[config.mk]
export PLATFORM = sky130hd
export DESIGN_NAME = wildcard_glob_matcher
export DESIGN_NICKNAME = d
export VERILOG_FILES = /design/src/hdl/wgm_pkg.sv /design/src/hdl/wildcard_glob_matcher.sv /design/src/hdl/wgm_pattern.sv /design/src/hdl/wgm_live.sv
export SDC_FILE = /design/constraint.sdc
export NUM_CORES = 1
export LEC_CHECK = 0
export BUFFER_PORTS_ARGS = -buffer_cell sky130_fd_sc_hd__buf_2
export CAP_MARGIN = 20
export CORE_UTILIZATION = 50
export CTS_CLUSTER_SIZE = 30
export DETAILED_ROUTE_END_ITERATION = 16
export GPL_TIMING_DRIVEN = 0
export HOLD_SLACK_MARGIN = 0.06
export PLACE_DENSITY = 0.65
export SKIP_CTS_REPAIR_TIMING = 1
export SLEW_MARGIN = 20
export SYNTH_ARGS = -nofsm -noshare
export SYNTH_HDL_FRONTEND = slang
export SYNTH_HIERARCHICAL = 1
export SYNTH_SLANG_ARGS = --single-unit
[constraint.sdc]
create_clock -name clk_i -period 4.5 [get_ports clk_i]
set_input_delay 0.225 -clock clk_i [delete_from_list [all_inputs] [get_ports clk_i]]
set_output_delay 0.225 -clock clk_i [all_outputs]
set_load 0.005 [all_outputs]
[src/hdl/wgm_pkg.sv]
// Package: shared types and constants of the wildcard glob matcher.
`timescale 1ns / 1ps

package wgm_pkg;

  localparam int unsigned PatternMax = 32;
  localparam int unsigned LenW       = $clog2(PatternMax + 1);
  localparam int unsigned AddrW      = (PatternMax > 1) ? $clog2(PatternMax) : 1;

  localparam logic [7:0] ChAnyOne = 8'd63;  // '?'
  localparam logic [7:0] ChAnyRun = 8'd42;  // '*'

  typedef enum logic [1:0] {
    KindClear  = 2'd0,
    KindAppend = 2'd1,
    KindText   = 2'd2,
    KindEnd    = 2'd3
  } kind_e;

  typedef struct packed {
    kind_e      kind;
    logic [7:0] ch;
  } req_t;

  typedef struct packed {
    logic matched;
    logic overflow;
  } res_t;

  // Pattern view handed to the live-set logic.
  typedef struct packed {
    logic [PatternMax-1:0][7:0] bytes;
    logic [PatternMax-1:0]      star;
    logic [PatternMax-1:0]      used;
    logic [PatternMax:0]        restart;   // live set to load on a text restart
    logic [LenW-1:0]            len;
    logic                       overflow;
  } pat_t;

endpackage

[src/hdl/wildcard_glob_matcher.sv]
// Top level: whole-string glob matcher with streamed pattern and text.
//
//   channel | direction | handshake             | payload
//   --------+-----------+-----------------------+------------------------------
//   in      | to block  | in_valid_i/in_stall_o | in_req_i  (kind, ch)
//   out     | from block| out_valid_o/out_stall_i| out_res_o (matched, overflow)
//
// One request per cycle sustained while in_stall_o is low: a request is held
// in the input register, then the live-set update (lane compare + star
// closure scan) retires it. End-of-text requests load the result register,
// from which the verdict leaves.
// Reset empties the pattern, clears overflow and sets only position 0 live.
// An end request waits in the input register while the result register is
// full and stalled; in_stall_o rises only then.
`timescale 1ns / 1ps

module wildcard_glob_matcher (
  input  logic          clk_i,
  input  logic          rst_ni,
  input  logic          in_valid_i,
  output logic          in_stall_o,
  input  wgm_pkg::req_t in_req_i,
  output logic          out_valid_o,
  input  logic          out_stall_i,
  output wgm_pkg::res_t out_res_o
);

  logic          in_vld_q, in_vld_d;
  wgm_pkg::req_t in_q;
  logic          in_accept;
  logic          fire;
  logic          fire_end;
  logic          out_vld_q, out_vld_d;
  wgm_pkg::res_t out_q;
  wgm_pkg::pat_t pat;
  wgm_pkg::res_t verdict;

  // A held request retires unless it is an end whose result slot is blocked.
  assign fire      = in_vld_q &&
                     ((in_q.kind != wgm_pkg::KindEnd) || !out_vld_q || !out_stall_i);
  assign fire_end  = fire && (in_q.kind == wgm_pkg::KindEnd);
  assign in_stall_o = in_vld_q && !fire;
  assign in_accept = in_valid_i && !in_stall_o;

  assign in_vld_d  = in_accept || (in_vld_q && !fire);
  assign out_vld_d = fire_end || (out_vld_q && out_stall_i);

  always_ff @(posedge clk_i or negedge rst_ni) begin
    if (!rst_ni) begin
      in_vld_q  <= 1'b0;
      out_vld_q <= 1'b0;
    end else begin
      in_vld_q  <= in_vld_d;
      out_vld_q <= out_vld_d;
    end
  end

  // Payload registers.
  always_ff @(posedge clk_i) begin
    if (in_accept) begin
      in_q <= in_req_i;
    end
    if (fire_end) begin
      out_q <= verdict;
    end
  end

  wgm_pattern u_pattern (
    .clk_i  (clk_i),
    .rst_ni (rst_ni),
    .fire_i (fire),
    .req_i  (in_q),
    .pat_o  (pat)
  );

  wgm_live u_live (
    .clk_i     (clk_i),
    .rst_ni    (rst_ni),
    .fire_i    (fire),
    .req_i     (in_q),
    .pat_i     (pat),
    .verdict_o (verdict)
  );

  assign out_valid_o = out_vld_q;
  assign out_res_o   = out_q;

endmodule

[src/hdl/wgm_pattern.sv]
// Pattern store, length, star mask and restart live set.
`timescale 1ns / 1ps

module wgm_pattern (
  input  logic          clk_i,
  input  logic          rst_ni,
  input  logic          fire_i,
  input  wgm_pkg::req_t req_i,
  output wgm_pkg::pat_t pat_o
);

  logic [wgm_pkg::PatternMax-1:0][7:0] store_q;
  logic [wgm_pkg::PatternMax-1:0]      star_q;
  logic [wgm_pkg::LenW-1:0]            len_q, len_d;
  logic                                ovf_q, ovf_d;
  logic [wgm_pkg::PatternMax:0]        init_q, init_d;
  logic                                room;
  logic                                wr_en;
  logic                                is_star;
  logic [wgm_pkg::AddrW-1:0]           wr_addr;
  logic [wgm_pkg::PatternMax-1:0]      used;

  assign room    = (len_q != wgm_pkg::LenW'(wgm_pkg::PatternMax));
  assign is_star = (req_i.ch == wgm_pkg::ChAnyRun);
  assign wr_addr = len_q[wgm_pkg::AddrW-1:0];
  assign wr_en   = fire_i && (req_i.kind == wgm_pkg::KindAppend) && room;

  always_comb begin
    len_d  = len_q;
    ovf_d  = ovf_q;
    init_d = init_q;
    if (fire_i) begin
      case (req_i.kind)
        wgm_pkg::KindClear: begin
          len_d  = '0;
          ovf_d  = 1'b0;
          init_d = (wgm_pkg::PatternMax + 1)'(1);
        end
        wgm_pkg::KindAppend: begin
          if (room) begin
            len_d = len_q + 1'b1;
            // leading-star run grows only while every byte so far is a star
            if (init_q[len_q] && is_star) begin
              init_d[len_q + 1'b1] = 1'b1;
            end
          end else begin
            ovf_d = 1'b1;
          end
        end
        default: ;
      endcase
    end
  end

  always_ff @(posedge clk_i or negedge rst_ni) begin
    if (!rst_ni) begin
      len_q  <= '0;
      ovf_q  <= 1'b0;
      init_q <= (wgm_pkg::PatternMax + 1)'(1);
    end else begin
      len_q  <= len_d;
      ovf_q  <= ovf_d;
      init_q <= init_d;
    end
  end

  always_ff @(posedge clk_i) begin
    if (wr_en) begin
      store_q[wr_addr] <= req_i.ch;
      star_q[wr_addr]  <= is_star;
    end
  end

  always_comb begin
    for (int i = 0; i < wgm_pkg::PatternMax; i++) begin
      used[i] = (wgm_pkg::LenW'(i) < len_q);
    end
  end

  assign pat_o.bytes    = store_q;
  assign pat_o.star     = star_q;
  assign pat_o.used     = used;
  assign pat_o.restart  = init_d;
  assign pat_o.len      = len_q;
  assign pat_o.overflow = ovf_q;

endmodule

[src/hdl/wgm_live.sv]
// Live pattern position set: per-lane step plus prefix star closure.
`timescale 1ns / 1ps

module wgm_live (
  input  logic          clk_i,
  input  logic          rst_ni,
  input  logic          fire_i,
  input  wgm_pkg::req_t req_i,
  input  wgm_pkg::pat_t pat_i,
  output wgm_pkg::res_t verdict_o
);

  localparam int unsigned LiveW = wgm_pkg::PatternMax + 1;

  logic [LiveW-1:0]                 live_q, live_d;
  logic [LiveW-1:0]                 gen;
  logic [LiveW-1:0]                 closed;
  logic [wgm_pkg::PatternMax-1:0]   hold, adv, prop;

  // Log-depth scan: bit j is live if some i <= j is generated and all of
  // positions i..j-1 are stars (same shape as a carry-lookahead tree).
  function automatic logic [LiveW-1:0] closure(input logic [LiveW-1:0] g,
                                               input logic [LiveW-1:0] p);
    logic [LiveW-1:0] gc, pc, gn, pn;
    gc = g;
    pc = p;
    for (int d = 1; d < LiveW; d = d * 2) begin
      gn = gc;
      pn = pc;
      for (int j = 0; j < LiveW; j++) begin
        if (j >= d) begin
          gn[j] = gc[j] | (pc[j] & gc[j-d]);
          pn[j] = pc[j] & pc[j-d];
        end
      end
      gc = gn;
      pc = pn;
    end
    return gc;
  endfunction

  always_comb begin
    for (int i = 0; i < wgm_pkg::PatternMax; i++) begin
      hold[i] = live_q[i] && pat_i.used[i] && pat_i.star[i];
      adv[i]  = live_q[i] && pat_i.used[i] && !pat_i.star[i] &&
                ((pat_i.bytes[i] == wgm_pkg::ChAnyOne) || (pat_i.bytes[i] == req_i.ch));
      prop[i] = pat_i.used[i] && pat_i.star[i];
    end
  end

  assign gen    = {adv, 1'b0} | {1'b0, hold};
  assign closed = closure(gen, {prop, 1'b0});

  always_comb begin
    live_d = live_q;
    if (fire_i) begin
      case (req_i.kind)
        wgm_pkg::KindText: live_d = closed;
        default:           live_d = pat_i.restart;
      endcase
    end
  end

  always_ff @(posedge clk_i or negedge rst_ni) begin
    if (!rst_ni) begin
      live_q <= LiveW'(1);
    end else begin
      live_q <= live_d;
    end
  end

  assign verdict_o.matched  = !pat_i.overflow && live_q[pat_i.len];
  assign verdict_o.overflow = pat_i.overflow;

endmodule
==> impl_metrics.env, run 1 <==
export IMPL_vias_per_cell=6.121
export IMPL_slew_viol_final=0
export IMPL_drive_above_1_share_pct=10.84
export IMPL_drt_iter0_markers=1290
export IMPL_period_minus_slack_ps=4383
export IMPL_syn_nets=1636
export IMPL_die_x_um=196.7
export IMPL_cts_root_buffer="clkbuf_16"
export IMPL_cp_slowest_stage_delay_ps=760
export IMPL_dp_cells=2158
export IMPL_worstPathCellList="buf_16 -> buf_2 -> buf_6 -> buf_6 -> buf_4 -> xor2_1 -> nor4_1 -> a21oi_1 -> o31ai_1 -> o311ai_1 -> a21oi_1 -> a311oi_1 -> o21ai_0 -> a311oi_1 -> o32ai_1"
export IMPL_grt_overflow=0
export IMPL_synthFlopType="edfxtp_1"
export IMPL_skew_ps=29.38
export IMPL_io_buffer_count=17
export IMPL_h_tree_depth=2
export IMPL_ys_seq_area_share_pct=57.42
export IMPL_nets=1732
export IMPL_core_area_mm2=0.03696
export IMPL_cts_sinks=375
export IMPL_setup_violations=0
export IMPL_clockBufferDepth=3
export IMPL_synth_seq_cells=375
export IMPL_final_common_cell="edfxtp_1"
export IMPL_critPathKind="reg -> reg"
export IMPL_clock_fmax_mhz=228.2
export IMPL_crit_required_ps=4930
export IMPL_tightest_slew_ps=1051
export IMPL_start_util_pct=51.30
export IMPL_routabilityCongestion=0.9777
export IMPL_finalHoldViolCount=0
export IMPL_startpoint="in_q[2]"
export IMPL_outcome="complete, no violations"
export IMPL_worstSkewPairLatency_ps=550
export IMPL_syn_area_mm2=0.01896
export IMPL_avgSynthCellArea_um2=11.73
export IMPL_path_max_fanout=13
export IMPL_wl_per_cell_um=24.11
export IMPL_diodes=0
export IMPL_via_count=13760
export IMPL_ir_drop_uv=301.4
export IMPL_r2r_start="in_q[2]"
export IMPL_p_leak_nw=7.389
export IMPL_cts_made_buffers=40
export IMPL_die_area_mm2=0.03871
export IMPL_dr_pass1_iters=5
export IMPL_track_usage_pct=28.52
export IMPL_clkTransAtPathRegs_ps=60
export IMPL_grt_pass1_vias=13710
export IMPL_area_growth_syn_to_layout_pct=13.72
export IMPL_slew_headroom_pct=29.91
export IMPL_grt_start_max_net_pins=55
export IMPL_cp_start_kind="register"
export IMPL_slowest_stage="edfxtp_1"
export IMPL_ioPinCount=18
export IMPL_die_h_um=196.7
export IMPL_final_area_mm2=0.02156
export IMPL_critPathArrivalTime_ps=4810
export IMPL_fin_crit_sh_pct=97.39
export IMPL_cts_tree="yes"
export IMPL_yosysUniqueCellTypes=82
export IMPL_hp_class="in -> async"
export IMPL_final_antenna_net_count=0
export IMPL_cap_violations=0
export IMPL_powerDensity_mw_per_mm2=369.0
export IMPL_layout_common_cells="edfxtp_1, xor2_1, nand2_1"
export IMPL_antenna_found_initial=2
export IMPL_postSynthCellCount=1617
export IMPL_synth_yosys_warnings=6
export IMPL_n_fill_cell=3037
export IMPL_synth_edff_count=300
export IMPL_end_kind="register"
export IMPL_drc=0
export IMPL_synthArstFlopShare_pct=20.00
export IMPL_stdcell_count=2247
export IMPL_fp_row_count=70
export IMPL_place_area_mm2=0.02012
export IMPL_dp_hpwl_um=38570
export IMPL_total_power_w=0.007957
export IMPL_grt_pass1_wl_um=82010
export IMPL_drt_total_wl_um=54180
export IMPL_worst_hold_slack_ps=140.6
[where the power goes]
group          internal (W)  switching [W]
Combinational      0.000335       0.000604
Clock               0.00181        0.00133
Sequential          0.00380      0.0000796
Total               0.00595        0.00201
[synthesized netlist by cell type, drive strengths merged, types with 10 or more instances]
cell type    n  area share [%]
a21oi       65             1.7
a31oi       10            0.33
buf         46             1.9
clkbuf      23            0.46
dfrtp       73             9.6
edfxtp     300              48
inv         25            0.49
mux2i       11            0.58
mux4        12             1.4
nand2      188             3.7
nand3       31            0.84
nand4       57             1.9
nor2       112             2.2
nor3        24            0.63
nor4        83             2.8
o21ai       76             2.0
o22ai       11            0.36
o31ai       26             1.2
or3         11            0.36
xnor2       59             2.7
xor2       200             9.2
[through the flow]
step,setup WS (ps),util (%),setup TNS [ps]
detailed placement,-295.0,54.43,-647.4
global placement,-1003,53.24,-16290
finish,117.3,58.34,0
global route,-14.14,58.34,-24.74
CTS,-351.4,57.78,-854.4
floorplan,972.5,-,0
[layout make-up]
cell class                 count  area (um^2)  share of cell area (%)
multi-input combinational   1148         7564                   35.08
buffer                        69        445.4                   2.066
inverter                      25        97.59                  0.4526
clock inverter                21        163.9                  0.7601
timing repair buffer          54        700.7                   3.249
clock buffer                  51         1074                   4.979
tap                          504        630.6                   2.924
sequential                   375        10890                   50.49
[worst paths after layout]
| path | end | slack (ps) | cells after the start |
|---|---|---|---|
| max in group asynchronous | u_live/live_q[0] | 3700 | 3 |
| min | u_live/live_q[26] | 140 | 2 |
| min reg2reg | u_pattern/ovf_q | 500 | 2 |
| max | u_live/live_q[30] | 120 | 15 |
| min in group clk_i | in_q[2] | 380 | 2 |
| max reg2reg | u_live/live_q[30] | 120 | 15 |
[critical path: cells and delay by family, from the launching register on]
family          cells  cell delay (ps)
buf+inv             5             1190
flops               1              760
compound gates      8             2040
xor+xnor            1              180
simple gates        1               70
[state kept, by name, indices dropped and copies added, names as in the netlist]
name / count
out_valid_o: 1
u_pattern/pat_o: 256
out_res_o: 2
u_pattern/ovf_q: 1
in_q: 10
u_pattern/star_q: 32
u_pattern/len_q: 6
u_pattern/init_q: 33
in_vld_q: 1
u_live/live_q: 33
[layer usage]
| layer | share of wire [%] | vias up | track usage, % | routed length (um) |
|---|---|---|---|---|
| li1 | - | 6243 | - | - |
| met1 | 41 | 6828 | 37.88 | 22240 |
| met2 | 47 | 569 | 46.67 | 25730 |
| met3 | 7.6 | 115 | 5.151 | 4138 |
| met4 | 3.8 | 0 | 11.00 | 2070 |
| met5 | 0 | - | 0 | 0 |
[kinds of logic after synthesis]
kind of cell    count (synthesis)  share of synthesized area, %
compound gates                280                         9.924
flops                         375                         57.42
buf+inv                        94                         2.844
mux                            30                         2.422
xor+xnor                      259                         11.96
simple gates                  574                         15.10
fa+ha+maj                       5                        0.3299
Power figures use the tool's default switching activity.
==> run 2, diff against run 1 <==
- CTS_CLUSTER_SIZE: 30 -> not set
- RECOVER_POWER: not set -> 25
==> impl_metrics.env, run 2 (synthesized netlist as in run 1, its figures left out) <==
export IMPL_final_common_cell="edfxtp_1"
export IMPL_clockBufferDepth=3
export IMPL_drc=0
export IMPL_cts_root_buffer="clkbuf_16"
export IMPL_layout_common_cells="edfxtp_1, xor2_1, nand2_1"
export IMPL_die_x_um=196.7
export IMPL_routabilityCongestion=0.9777
export IMPL_path_depth=15
export IMPL_fp_row_count=70
export IMPL_nets=1732
export IMPL_cp_slowest_stage_delay_ps=760
export IMPL_dp_hpwl_um=38570
export IMPL_crit_buf_inv=5
export IMPL_via_count=13790
export IMPL_wl_per_cell_um=24.09
export IMPL_worstPathCellList="buf_16 -> buf_2 -> buf_6 -> buf_6 -> buf_4 -> xor2_1 -> nor4_1 -> a21oi_1 -> o31ai_1 -> o311ai_1 -> a21oi_1 -> a311oi_1 -> o21ai_0 -> a311oi_1 -> o32ai_1"
export IMPL_skew_ps=28.95
export IMPL_antenna_found_initial=2
export IMPL_cp_endpoint="u_live/live_q[30]"
export IMPL_cts_tree="yes"
export IMPL_rrSetupSlack_ps=100
export IMPL_finalHoldViolCount=0
export IMPL_end_kind="register"
export IMPL_slew_viol_final=55
export IMPL_grt_start_max_net_pins=55
export IMPL_io_buffer_count=17
export IMPL_worstSkewPairLatency_ps=550
export IMPL_critPathKind="reg -> reg"
export IMPL_slowest_stage="edfxtp_1"
export IMPL_r2r_start="in_q[2]"
export IMPL_hp_class="in -> reg"
export IMPL_drt_iter0_markers=1259
export IMPL_final_core_util_pct=58.08
export IMPL_fin_crit_sh_pct=97.83
export IMPL_clkTransAtPathRegs_ps=60
export IMPL_clock_fmax_mhz=227.1
export IMPL_drt_total_wl_um=54150
export IMPL_post_place_ws_ps=-295.0
export IMPL_r2r_end="u_live/live_q[30]"
export IMPL_die_h_um=196.7
export IMPL_cts_made_buffers=40
export IMPL_h_tree_depth=2
export IMPL_grt_overflow=0
export IMPL_crit_required_ps=4920
export IMPL_ioPinCount=18
export IMPL_grt_pass1_vias=13710
export IMPL_final_antenna_net_count=0
export IMPL_core_area_mm2=0.03696
export IMPL_largest_reg_flops=256
export IMPL_track_usage_pct=28.52
export IMPL_tightest_slew_ps=2515
export IMPL_cp_top_family="compound AO/OA/AOI/OAI gates"
export IMPL_p_leak_nw=7.345
export IMPL_setup_violations=0
export IMPL_setup_tns_ps=0
export IMPL_ir_drop_uv=300.2
export IMPL_startpoint="in_q[2]"
export IMPL_critPathArrivalTime_ps=4830
export IMPL_period_minus_slack_ps=4402
export IMPL_n_fill_cell=3047
export IMPL_ff2ff_path_depth=15
export IMPL_start_util_pct=51.30
export IMPL_path_max_fanout=14
export IMPL_powerDensity_mw_per_mm2=369.9
export IMPL_grt_pass1_wl_um=82010
export IMPL_violations="capacitance limit, slew limit"
export IMPL_cap_violations=1
export IMPL_die_area_mm2=0.03871
export IMPL_worst_hold_slack_ps=378.0
export IMPL_cp_start_kind="register"
export IMPL_dr_pass1_iters=7
export IMPL_total_power_w=0.007941
export IMPL_outcome="complete, but fails checks"
export IMPL_drive_above_1_share_pct=10.38
export IMPL_cts_sinks=375
export IMPL_area_growth_syn_to_layout_pct=13.22
export IMPL_layout_setup_ws_ps=97.50
export IMPL_slew_headroom_pct=-67.69
export IMPL_vias_per_cell=6.135
-- run 2: worst min-delay path by stage --
stage	start	endpoint	slack, ps	cells after the start
after detailed placement	rst_ni	u_live/live_q[29]	170	1
after floorplan	rst_ni	in_vld_q	-70	0
after global placement	in_req_i[8]	in_q[8]	400	1
final	in_req_i[2]	in_q[2]	380	2
after CTS	rst_ni	u_live/live_q[31]	-420	1
after global routing	in_req_i[0]	in_q[0]	390	2
-- run 2: worst reg2reg max path, cell delays in order, from the launching register on --
cell      delay, ps
edfxtp_1        760
buf_16          230
buf_2           250
buf_6           220
buf_6           230
buf_4           290
xor2_1          170
nor4_1           70
a21oi_1         300
o31ai_1         170
o311ai_1        300
a21oi_1         110
a311oi_1        590
o21ai_0         190
a311oi_1        300
o32ai_1         110
-- run 2: power by group --
part | internal (W) | total, W | switching, W
combinational | 0.000325 | 0.000926 | 0.000601
clock | 0.00181 | 0.00313 | 0.00132
sequential | 0.00381 | 0.00388 | 0.0000790
-- run 2: cell type report --
cell class                 instances  area [um^2]  share of cell area (%)
inverter                          25        97.59                  0.4546
buffer                            69        445.4                   2.075
timing repair buffer              54        608.1                   2.832
clock buffer                      51         1074                   5.001
clock inverter                    21        163.9                  0.7635
antenna                            1        2.502                 0.01166
multi-input combinational       1148         7559                   35.21
tap                              504        630.6                   2.937
sequential                       375        10890                   50.72
-- run 2: per-stage QoR --
step	instance area (um^2)	cells
6_report	21470	2248
5_1_grt	21470	2247
4_1_cts	21360	2230
3_5_place_dp	20120	2158
3_3_place_gp	19680	2138
2_1_floorplan	18960	1617
-- run 2: routing by layer --
layer | track usage (%) | vias up | wire length, um
li1 | - | 6239 | -
met5 | 0 | - | 0
met4 | 11.00 | 0 | 2106
met2 | 46.67 | 600 | 25600
met1 | 37.88 | 6844 | 22270
met3 | 5.151 | 109 | 4173
==> run 3, diff against run 2 <==
- CORE_UTILIZATION: 50 -> 41
- PLACE_DENSITY: 0.65 -> not set
==> impl_metrics.env, run 3 (synthesized netlist as in run 1, its figures left out) <==
export IMPL_outcome="complete, but fails checks"
export IMPL_violations="capacitance limit, slew limit"
export IMPL_skew_ps=15.98
export IMPL_cts_sinks=375
export IMPL_n_fill_cell=4145
export IMPL_grt_overflow=0
export IMPL_cp_top_family="compound AO/OA/AOI/OAI gates"
export IMPL_grt_pass1_vias=13530
export IMPL_dp_cells=2253
export IMPL_die_x_um=217.1
export IMPL_largest_reg_flops=256
export IMPL_worstSkewPairLatency_ps=570
export IMPL_slew_headroom_pct=-69.97
export IMPL_grt_start_max_net_pins=54
export IMPL_rsz0062_at_grt="no"
export IMPL_nets=1737
export IMPL_cp_endpoint="u_live/live_q[21]"
export IMPL_p_leak_nw=7.385
export IMPL_path_depth=15
export IMPL_cts_root_buffer="clkbuf_16"
export IMPL_h_tree_depth=2
export IMPL_cap_violations=1
export IMPL_grt_use_met3_pct=4.179
export IMPL_core_area_mm2=0.04548
export IMPL_cts_tree="yes"
export IMPL_vias_per_cell=5.860
export IMPL_setup_violations=0
export IMPL_drt_total_wl_um=56090
export IMPL_track_usage_pct=23.79
export IMPL_wl_per_cell_um=23.86
export IMPL_area_growth_syn_to_layout_pct=14.13
export IMPL_drive_above_1_share_pct=10.97
export IMPL_rrSetupSlack_ps=250
export IMPL_clockBufferDepth=3
export IMPL_r2r_start="in_q[3]"
export IMPL_cp_start_kind="register"
export IMPL_drt_iter0_markers=1547
export IMPL_grt_pass1_wl_um=83220
export IMPL_layout_common_cells="edfxtp_1, xor2_1, nand2_1"
export IMPL_r2r_end="u_live/live_q[21]"
export IMPL_startpoint="in_q[3]"
export IMPL_fin_crit_sh_pct=94.52
export IMPL_worstPathCellList="buf_8 -> buf_2 -> buf_6 -> buf_4 -> xnor2_1 -> nand4_1 -> o21ai_1 -> nand4b_1 -> o221ai_1 -> o21ai_2 -> a31oi_1 -> nor4b_2 -> buf_4 -> o31a_1 -> o22ai_1"
export IMPL_crit_path_frequent_cell="buf_4"
export IMPL_gr_usage_met2_pct=38.66
export IMPL_routabilityCongestion=0.9485
export IMPL_cp_slowest_stage_delay_ps=710
export IMPL_crit_required_ps=4970
export IMPL_end_kind="register"
export IMPL_die_area_mm2=0.04711
export IMPL_ioPinCount=18
export IMPL_powerDensity_mw_per_mm2=379.5
export IMPL_ff2ff_path_depth=15
export IMPL_total_power_w=0.008214
export IMPL_clkTransAtPathRegs_ps=50
export IMPL_stdcell_count=2351
export IMPL_die_h_um=217.1
export IMPL_tightest_slew_ps=2550
export IMPL_crit_buf_inv=5
export IMPL_via_count=13780
export IMPL_path_max_fanout=11
export IMPL_fp_row_count=78
export IMPL_final_common_cell="edfxtp_1"
export IMPL_drc=0
export IMPL_clock_fmax_mhz=235.1
export IMPL_grt_busiest_layer="met2"
export IMPL_diodes=0
export IMPL_slowest_stage="edfxtp_1"
export IMPL_start_util_pct=41.69
export IMPL_worst_hold_slack_ps=389.3
export IMPL_finalHoldViolCount=0
export IMPL_final_antenna_net_count=0
export IMPL_period_minus_slack_ps=4253
export IMPL_cts_made_buffers=43
export IMPL_grtUsageMet1_pct=31.29
export IMPL_dp_hpwl_um=39870
export IMPL_dr_pass1_iters=6
export IMPL_ir_drop_uv=304.6
export IMPL_hp_class="in -> reg"
export IMPL_io_buffer_count=17
export IMPL_critPathKind="reg -> reg"
export IMPL_critPathArrivalTime_ps=4720
export IMPL_slew_viol_final=54
export IMPL_antenna_found_initial=1
## run 3: cell count changes in the layout (fill, tap and decap cells not counted), sizes merged
cell / change
buf: +1
inv: +1
clkinv: +1
clkinvlp: -1
bufinv: +1
diode: -1
clkbuf: +5
## run 3: routing by layer
layer  share of wire [%]  vias up
li1                    -     6262
met3                 6.1      125
met1                  43     6901
met4                 4.2        0
met2                  47      490
met5                   0        -
## run 3: layout make-up
| class | instances | area (um^2) | area share (%) |
|---|---|---|---|
| Buffer | 69 | 446.7 | 2.064 |
| Clock buffer | 55 | 1161 | 5.365 |
| Clock inverter | 23 | 203.9 | 0.9424 |
| Inverter | 25 | 97.59 | 0.4509 |
| Multi-Input combinational cell | 1148 | 7575 | 35.00 |
| Sequential cell | 375 | 10890 | 50.31 |
| Tap cell | 600 | 750.7 | 3.469 |
| Timing Repair Buffer | 56 | 519.2 | 2.399 |
## run 3: through the flow
step | TNS (ps) | worst slack [ps] | utilization (%) | cell area [um^2]
2_1_floorplan | 0 | 972.5 | - | 18960
6_report | 0 | 246.5 | 47.59 | 21640
5_1_grt | 0 | 48.74 | 47.59 | 21640
4_1_cts | -1077 | -329.7 | 47.22 | 21480
3_5_place_dp | -877.8 | -290.1 | 44.22 | 20110
3_3_place_gp | -17590 | -1014 | 43.53 | 19800
## run 3: worst min path at each step
stage / from / depth (start not counted) / slack (ps) / end
finish: in_req_i[2] / 2 / 390 / in_q[2]
global route: in_req_i[6] / 2 / 370 / in_q[6]
CTS: rst_ni / 1 / -420 / u_live/live_q[32]
detailed placement: rst_ni / 1 / 170 / u_live/live_q[31]
global placement: in_req_i[6] / 1 / 400 / in_q[6]
floorplan: rst_ni / 0 / -70 / in_vld_q
## run 3: where the power goes
group / internal [W] / total [W] / leakage [nW] / switching (W)
combinational: 0.000316 / 0.000934 / 2.99 / 0.000619
sequential: 0.00381 / 0.00389 / 3.72 / 0.0000795
clock: 0.00200 / 0.00339 / 0.672 / 0.00140
total: 0.00612 / 0.00821 / 7.38 / 0.00209
